[config.mk]
export PLATFORM = sky130hd
export DESIGN_NAME = muxed_usb_video_deframer
export DESIGN_NICKNAME = d
export VERILOG_FILES = /design/src/rtl/muvd_pkg.sv /design/src/rtl/muxed_usb_video_deframer.sv /design/src/rtl/muvd_hdr.sv /design/src/rtl/muvd_pay.sv
export SDC_FILE = /design/constraint.sdc
export NUM_CORES = 1
export LEC_CHECK = 0
export BUFFER_PORTS_ARGS = -buffer_cell sky130_fd_sc_hd__buf_2
export CORE_ASPECT_RATIO = 2
export CORE_UTILIZATION = 67
export CTS_CLUSTER_DIAMETER = 80
export DETAILED_ROUTE_END_ITERATION = 10
export PLACE_DENSITY = 0.87
export SLEW_MARGIN = 5
export SYNTH_ARGS = -nofsm -noshare
export SYNTH_HDL_FRONTEND = slang
export SYNTH_SLANG_ARGS = --single-unit
[constraint.sdc]
create_clock -name i_clk -period 8.02 [get_ports i_clk]
set_clock_uncertainty 0.1 [all_clocks]
set_input_delay 0.802 -clock i_clk [delete_from_list [all_inputs] [get_ports i_clk]]
set_output_delay 0.802 -clock i_clk [all_outputs]
set_load 0.005 [all_outputs]
[src/rtl/muvd_pkg.sv]
// package for the muxed usb video deframer
// holds shared constants, codes and the structs passed between modules; no dependencies
`timescale 1ns / 1ps

package muvd_pkg;

    localparam logic [7:0] SYNC_BYTE         = 8'h47;
    localparam int         PAYLOAD_BYTES_DEF = 180;

    // frame offset arithmetic: 10 bit row times 12 bit line size plus block offset
    localparam int ADDR_BITS = 22;
    localparam int PROD_W    = 22;
    localparam int BLK_W     = 12;
    localparam int POS_W     = 24;
    localparam int FADDR_W   = 22;

    localparam logic [POS_W-1:0] ADDR_MASK =
        (ADDR_BITS >= POS_W) ? {POS_W{1'b1}} : POS_W'((64'd1 << ADDR_BITS) - 64'd1);

    // message kinds
    localparam logic [2:0] KIND_VIDEO = 3'd1;
    localparam logic [2:0] KIND_AUDIO = 3'd2;
    localparam logic [2:0] KIND_ERROR = 3'd5;

    // configuration register indexes
    localparam logic [1:0] CFG_AUDIO_EN    = 2'd0;
    localparam logic [1:0] CFG_LINE_SIZE   = 2'd1;
    localparam logic [1:0] CFG_IMAGE_BYTES = 2'd2;

    localparam logic [11:0] LINE_SIZE_RST   = 12'd1440;
    localparam logic [22:0] IMAGE_BYTES_RST = 23'd691200;

    typedef struct packed {
        logic [PROD_W-1:0] prod;
        logic [BLK_W-1:0]  blk_off;
        logic [2:0]        kind;
    } t_blk_info;

    typedef struct packed {
        logic [2:0]         kind;
        logic [7:0]         data;
        logic [FADDR_W-1:0] addr;
        logic               video_write;
        logic               audio_out;
        logic               last;
        logic               out_of_range;
    } t_result;

endpackage

[src/rtl/muxed_usb_video_deframer.sv]
// top level of the muxed usb video deframer: input and result registers, config registers
// depends on muvd_pkg, muvd_hdr and muvd_pay
`timescale 1ns / 1ps

// Accepts one stream word per cycle while o_in_ready is high and returns one result word per
// payload word; the word passes through the input register and then the result register
// before it is presented. Header words give no result. The header capture runs one 10 x 12
// bit multiply into a register at the sync word, and each payload word then takes one add
// and compare against image_bytes plus the address add, so a word can enter every cycle with
// no gap between blocks. Results wait in an output register; input keeps flowing while that
// register is free or being drained, and header words pass even while a result is stalled.
// The user must write configuration via i_cfg_we/i_cfg_addr/i_cfg_data only while the block is idle (not enforced).
module muxed_usb_video_deframer #(
    parameter int PAYLOAD_BYTES = muvd_pkg::PAYLOAD_BYTES_DEF
) (
    input  logic                          i_clk,
    input  logic                          i_rst_n,
    input  logic                          i_in_valid,
    output logic                          o_in_ready,
    input  logic [7:0]                    i_stream_byte,
    output logic                          o_out_valid,
    input  logic                          i_out_ready,
    output logic [2:0]                    o_msg_kind,
    output logic [7:0]                    o_payload_byte,
    output logic [muvd_pkg::FADDR_W-1:0]  o_frame_addr,
    output logic                          o_video_write,
    output logic                          o_audio_out,
    output logic                          o_block_last,
    output logic                          o_out_of_range,
    input  logic                          i_cfg_we,
    input  logic [1:0]                    i_cfg_addr,
    input  logic [22:0]                   i_cfg_data
);

    logic                 r_in_v;
    logic [7:0]           r_in_byte;
    logic                 r_out_v;
    muvd_pkg::t_result    r_out;
    logic                 r_audio_en;
    logic [11:0]          r_line_size;
    logic [22:0]          r_image_bytes;

    logic                 w_adv;
    logic                 w_hunting;
    logic                 w_sync;
    muvd_pkg::t_blk_info  w_info;
    muvd_pkg::t_result    w_result;

    // header words never need the output register
    assign w_adv      = r_in_v && (w_hunting || !r_out_v || i_out_ready);
    assign o_in_ready = !r_in_v || w_adv;

    muvd_hdr #(
        .PAYLOAD_BYTES (PAYLOAD_BYTES)
    ) u_hdr (
        .i_clk       (i_clk),
        .i_rst_n     (i_rst_n),
        .i_step      (w_adv && w_hunting),
        .i_byte      (r_in_byte),
        .i_line_size (r_line_size),
        .o_sync      (w_sync),
        .o_info      (w_info)
    );

    muvd_pay #(
        .PAYLOAD_BYTES (PAYLOAD_BYTES)
    ) u_pay (
        .i_clk         (i_clk),
        .i_rst_n       (i_rst_n),
        .i_sync        (w_sync),
        .i_step        (w_adv && !w_hunting),
        .i_byte        (r_in_byte),
        .i_info        (w_info),
        .i_audio_en    (r_audio_en),
        .i_image_bytes (r_image_bytes),
        .o_hunting     (w_hunting),
        .o_result      (w_result)
    );

    always_ff @(posedge i_clk) begin
        if (!i_rst_n) begin
            r_in_v <= 1'b0;
        end else if (o_in_ready) begin
            r_in_v <= i_in_valid;
        end
    end

    always_ff @(posedge i_clk) begin
        if (i_in_valid && o_in_ready) begin
            r_in_byte <= i_stream_byte;
        end
    end

    always_ff @(posedge i_clk) begin
        if (!i_rst_n) begin
            r_out_v <= 1'b0;
        end else if (w_adv && !w_hunting) begin
            r_out_v <= 1'b1;
        end else if (i_out_ready) begin
            r_out_v <= 1'b0;
        end
    end

    always_ff @(posedge i_clk) begin
        if (w_adv && !w_hunting) begin
            r_out <= w_result;
        end
    end

    always_ff @(posedge i_clk) begin
        if (!i_rst_n) begin
            r_audio_en    <= 1'b0;
            r_line_size   <= muvd_pkg::LINE_SIZE_RST;
            r_image_bytes <= muvd_pkg::IMAGE_BYTES_RST;
        end else if (i_cfg_we) begin
            unique case (i_cfg_addr)
                muvd_pkg::CFG_AUDIO_EN:    r_audio_en    <= i_cfg_data[0];
                muvd_pkg::CFG_LINE_SIZE:   r_line_size   <= i_cfg_data[11:0];
                muvd_pkg::CFG_IMAGE_BYTES: r_image_bytes <= i_cfg_data;
                default: ;
            endcase
        end
    end

    assign o_out_valid    = r_out_v;
    assign o_msg_kind     = r_out.kind;
    assign o_payload_byte = r_out.data;
    assign o_frame_addr   = r_out.addr;
    assign o_video_write  = r_out.video_write;
    assign o_audio_out    = r_out.audio_out;
    assign o_block_last   = r_out.last;
    assign o_out_of_range = r_out.out_of_range;

`ifndef SYNTHESIS
    // a block outside the frame store never writes video
    a_no_write_when_oor: assert property (@(posedge i_clk) disable iff (!i_rst_n)
        o_out_valid |-> !(o_video_write && o_out_of_range))
        else $error("video write on out of range block");

    // out of range results carry the error kind and a zero address
    a_oor_fields: assert property (@(posedge i_clk) disable iff (!i_rst_n)
        (o_out_valid && o_out_of_range) |->
            (o_msg_kind == muvd_pkg::KIND_ERROR) && (o_frame_addr == '0))
        else $error("out of range result with bad kind or address");

    // last word of a block sends the sequencer back to hunting
    a_last_hunts: assert property (@(posedge i_clk) disable iff (!i_rst_n)
        (w_adv && !w_hunting && w_result.last) |=> w_hunting)
        else $error("still in payload after last word");
`endif

endmodule

[src/rtl/muvd_hdr.sv]
// header hunter: shifts stream words into the header and captures block fields on sync
// depends on muvd_pkg
`timescale 1ns / 1ps

module muvd_hdr #(
    parameter int PAYLOAD_BYTES = muvd_pkg::PAYLOAD_BYTES_DEF
) (
    input  logic                 i_clk,
    input  logic                 i_rst_n,
    input  logic                 i_step,
    input  logic [7:0]           i_byte,
    input  logic [11:0]          i_line_size,
    output logic                 o_sync,
    output muvd_pkg::t_blk_info  o_info
);

    logic [31:0]                  r_hdr;
    logic [31:0]                  n_hdr;
    muvd_pkg::t_blk_info          r_info;
    logic [9:0]                   w_row;
    logic [muvd_pkg::PROD_W-1:0]  w_prod;
    logic [muvd_pkg::BLK_W-1:0]   w_blk_off;

    assign o_sync = i_step && (i_byte == muvd_pkg::SYNC_BYTE);

    // fields are read from r_hdr as it stands when the sync word arrives; the sync word is not shifted in
    assign w_row     = {r_hdr[28:20], r_hdr[19]};
    assign w_prod    = muvd_pkg::PROD_W'(w_row) * muvd_pkg::PROD_W'(i_line_size);
    assign w_blk_off = {8'd0, r_hdr[18:15]} * muvd_pkg::BLK_W'(PAYLOAD_BYTES);

    always_comb begin
        n_hdr = r_hdr;
        if (i_step) begin
            n_hdr = o_sync ? 32'd0 : {i_byte, r_hdr[31:8]};
        end
    end

    always_ff @(posedge i_clk) begin
        if (!i_rst_n) begin
            r_hdr <= 32'd0;
        end else begin
            r_hdr <= n_hdr;
        end
    end

    always_ff @(posedge i_clk) begin
        if (o_sync) begin
            r_info.prod    <= w_prod;
            r_info.blk_off <= w_blk_off;
            r_info.kind    <= r_hdr[31:29];
        end
    end

    assign o_info = r_info;

endmodule

[src/rtl/muvd_pay.sv]
// payload sequencer: counts payload words and forms each result
// depends on muvd_pkg
`timescale 1ns / 1ps

module muvd_pay #(
    parameter int PAYLOAD_BYTES = muvd_pkg::PAYLOAD_BYTES_DEF
) (
    input  logic                 i_clk,
    input  logic                 i_rst_n,
    input  logic                 i_sync,
    input  logic                 i_step,
    input  logic [7:0]           i_byte,
    input  muvd_pkg::t_blk_info  i_info,
    input  logic                 i_audio_en,
    input  logic [22:0]          i_image_bytes,
    output logic                 o_hunting,
    output muvd_pkg::t_result    o_result
);

    localparam int CNT_W = (PAYLOAD_BYTES > 1) ? $clog2(PAYLOAD_BYTES) : 1;

    logic                        r_in_payload;
    logic [CNT_W-1:0]            r_count;
    logic                        w_last;
    logic                        w_ovf;
    logic [muvd_pkg::POS_W-1:0]  w_pos;
    logic [muvd_pkg::POS_W-1:0]  w_addr_full;
    logic [2:0]                  w_kind;

    assign o_hunting = !r_in_payload;
    assign w_last    = (r_count == CNT_W'(PAYLOAD_BYTES - 1));

    assign w_pos = muvd_pkg::POS_W'(i_info.prod) + muvd_pkg::POS_W'(i_info.blk_off);
    assign w_ovf = (w_pos + muvd_pkg::POS_W'(PAYLOAD_BYTES))
                   > muvd_pkg::POS_W'(i_image_bytes);
    assign w_addr_full = (w_pos + muvd_pkg::POS_W'(r_count)) & muvd_pkg::ADDR_MASK;
    assign w_kind = w_ovf ? muvd_pkg::KIND_ERROR : i_info.kind;

    always_comb begin
        o_result.kind         = w_kind;
        o_result.data         = i_byte;
        o_result.addr         = w_ovf ? '0 : w_addr_full[muvd_pkg::FADDR_W-1:0];
        o_result.video_write  = (w_kind == muvd_pkg::KIND_VIDEO);
        o_result.audio_out    = i_audio_en && ((w_kind == muvd_pkg::KIND_VIDEO) ||
                                               (w_kind == muvd_pkg::KIND_AUDIO));
        o_result.last         = w_last;
        o_result.out_of_range = w_ovf;
    end

    always_ff @(posedge i_clk) begin
        if (!i_rst_n) begin
            r_in_payload <= 1'b0;
            r_count      <= '0;
        end else if (i_sync) begin
            r_in_payload <= 1'b1;
            r_count      <= '0;
        end else if (i_step) begin
            if (w_last) begin
                r_in_payload <= 1'b0;
                r_count      <= '0;
            end else begin
                r_count <= r_count + CNT_W'(1);
            end
        end
    end

endmodule
==> flow_metrics.tcl <==
set metrics [dict create \
    cts-root-buf "clkbuf_16" \
    ant_nets 0 \
    cp_max_fo 28 \
    hold_violations 0 \
    yosysSeqAreaShare 0.3211 \
    power.density_nw_per_um2 140.8 \
    yosysWarnings 0 \
    synth_most_common_cell "nand2_1" \
    io_pins 77 \
    wl_per_cell_um 19.09 \
    hpwl_um 21650 \
    slowest_stage "or4_1" \
    dr.pass1.iters 5 \
    crit_required_ps 8180 \
    core-area_um2 16770 \
    die_area_um2 17680 \
    cts.path.max_buffers 2 \
    rsz0062_at_grt "no" \
    finalSetupViolCount 0 \
    vias 9088 \
    rows 67 \
    syn_nets 1441 \
    syn_area_per_cell_um2 9.496 \
    via_per_inst 6.132 \
    syn_area_um2 11470 \
    maxCapViolations 0 \
    postLayoutSetupSlackWorst_ps 2103 \
    yosys_register_bits 144 \
    path_cells "ha_1 -> inv_1 -> fa_1 -> nor2b_4 -> o31a_1 -> o221a_2 -> a41o_1 -> nor3_1 -> o311ai_2 -> buf_4 -> a2111o_1 -> xor2_1 -> ha_1 -> nand4_1 -> or3_1 -> or4_1 -> o21ai_0 -> a21oi_2 -> buf_4 -> or2_2 -> nor3b_1" \
    slew_headroom 0.2900 \
    critPathBufInv 3 \
    die_w_um 94.52 \
    clk_latency_ps 430 \
    clkSinkCount 144 \
    drive_gt1_frac 0.1027 \
    cts-resized-gates 0 \
    async_reset_ff_frac 0 \
    netlist_top_cells_count "192 x nand2_1, 127 x inv_1, 113 x ha_1, 82 x fa_1, 80 x edfxtp_1" \
    antenna_cells 0 \
    cts_tree "yes" \
    antenna_found_initial 0 \
    grt_pass1_wl_um 45890 \
    numCtsBuffers 17 \
    yosysUniqueCellTypes 70 \
    synthCells 1208 \
    nets 1495 \
    holdBufCountCts 0 \
    synth-edff-count 80 \
    fin_crit_sh 0.7378 \
    leakage_nw 5.681 \
    critPathLaunchType "flop" \
    slew_violations 0 \
    cp_data_arrival_time_ps 6070 \
    gp_congestion 0.9363 \
    tightest_slew_ps 1065 \
    cts_max_level 4 \
    grt_max_degree 52 \
    ir_worst_vdd_v 0.0001419 \
    pre_cts_slack_ps 2160 \
    synth_top_area_cell "edfxtp_1" \
    fmax_ghz 0.1690 \
    drt_iter0_markers 457 \
    synth_top_area_frac 0.2094 \
    cts_setup_buffers 0 \
    crit_family "simple AND/OR/NAND/NOR gates" \
    initial_core_util 0.6842 \
    whs_ps 364.0 \
    grt-ovfl-total 0 \
    status "finished, final reports clean" \
    path_class "reg2reg" \
    grt_pass1_vias 9530 \
    hold_class "reg2reg" \
    die_h_um 187.0 \
    drc 0 \
    area_growth_pct 9.609 \
    cpPeakStageDelay_ps 520 \
    path_clk_slew_ps 70 \
    synth.area.top_cells "edfxtp_1 21%, fa_1 14%, ha_1 12%, dfxtp_1 11%, nand2_1 6.3%" \
    track_usage 0.3424 \
    endpoint_kind "flop" \
    ys.flop_type "edfxtp_1" \
    totalWireLength_um 28280 \
    min_period_ps 5917 \
    numPortBuffers 76 \
    setup_tns_ps 0 \
]
## final cells by class
| type | instances | area [um2] |
|---|---|---|
| timing repair buffer | 81 | 417.9 |
| sequential | 144 | 3684 |
| inverter | 127 | 476.7 |
| tap | 207 | 259.0 |
| multi-input combinational | 891 | 7139 |
| fill | 1172 | 4193 |
| clock buffer | 18 | 429.2 |
| clock inverter | 14 | 167.7 |
## stage by stage
step           cells    util  power (mW)  cell area [um2]
2_1_floorplan   1208       -      0.9145            11470
3_3_place_gp    1450  0.7143      0.9566            11980
3_5_place_dp    1450  0.7143      0.9619            11980
4_1_cts         1482  0.7499       1.773            12570
5_1_grt         1482  0.7499       1.823            12570
6_report        1482  0.7499       1.771            12570
## path summary, 6_finish.rpt
kind,startpoint,to,slack [ps],depth (start not counted)
worst max-delay path,u_hdr.o_info[17],o_video_write,2100,21
worst min-delay path,u_hdr.r_hdr[29],u_hdr.o_info[0],360,0
worst max register to register,u_hdr.o_info[17],o_video_write,2100,21
worst min register to register,u_hdr.r_hdr[29],u_hdr.o_info[0],360,0
## registers in the layout, indices dropped and copies added (netlist names)
| signal | flops |
|---|---|
| u_hdr.o_info | 35 |
| r_image_bytes | 23 |
| o_frame_addr | 22 |
| u_hdr.r_hdr | 17 |
| r_line_size | 12 |
| o_payload_byte | 8 |
| r_in_byte | 8 |
| u_pay.r_count | 8 |
| o_msg_kind | 3 |
| o_audio_out | 1 |
| o_block_last | 1 |
| o_out_of_range | 1 |
| o_out_valid | 1 |
| o_video_write | 1 |
| r_audio_en | 1 |
| r_in_v | 1 |
| u_pay.r_in_payload | 1 |
## cell families after synthesis
kind of cell | count (synthesis) | synth area share
xor gates and xnor gates | 63 | 0.04810
buffers and inverters | 173 | 0.05748
muxes | 5 | 0.004581
and+or+nand+nor | 428 | 0.1813
adders and majority gates | 195 | 0.2664
DFF | 144 | 0.3211
AOI/OAI and AO/OA | 200 | 0.1211
## cell usage in the layout, fill, tap and decap left out, types with 4 or more instances in the layout
master | synthesis | final
nand2_1 | 192 | 192
inv_1 | 127 | 127
ha_1 | 113 | 113
fa_1 | 82 | 82
edfxtp_1 | 80 | 80
buf_2 | 2 | 76
dfxtp_1 | 64 | 64
and2_1 | 54 | 54
nor2_1 | 52 | 51
a21oi_1 | 45 | 44
xnor2_1 | 41 | 41
a21boi_0 | 39 | 39
nand3_1 | 30 | 30
nor3_1 | 28 | 28
o21ai_0 | 26 | 26
xor2_1 | 22 | 22
a21o_1 | 21 | 21
clkbuf_16 | 0 | 17
nor2b_1 | 14 | 14
o21a_1 | 13 | 13
nand4_1 | 11 | 11
o211ai_1 | 7 | 7
or3_1 | 7 | 7
o21bai_1 | 6 | 6
o31a_1 | 6 | 6
nand2b_1 | 6 | 6
nor4_1 | 6 | 6
a211oi_1 | 5 | 5
inv_6 | 0 | 5
buf_4 | 0 | 5
o21ai_1 | 4 | 4
## where the power goes
part	switching, mW	internal (mW)	total [mW]	leakage [nW]
Combinational	0.0818	0.0585	0.140	4.15
Sequential	0.0206	0.790	0.810	1.24
Clock	0.350	0.470	0.820	0.289
## worst reg2reg max path: stages, from the launching register on
cell	delay, ps
edfxtp_1	380
ha_1	220
inv_1	70
fa_1	250
nor2b_4	60
o31a_1	300
o221a_2	310
a41o_1	390
nor3_1	380
o311ai_2	150
buf_4	240
a2111o_1	310
xor2_1	180
ha_1	320
nand4_1	160
or3_1	440
or4_1	520
o21ai_0	110
a21oi_2	40
buf_4	250
or2_2	340
nor3b_1	220
## layer usage
metal | vias to the layer above | GRT usage | share of wire | routed length (um)
met2 | 408 | 0.6226 | 0.54 | 15340
met1 | 4324 | 0.3214 | 0.32 | 9109
met3 | 158 | 0.06667 | 0.055 | 1562
met5 | - | 0 | 0 | 0
li1 | 4198 | - | - | -
met4 | 0 | 0.2640 | 0.081 | 2277
Note: power is estimated with default switching activity, not from simulation.
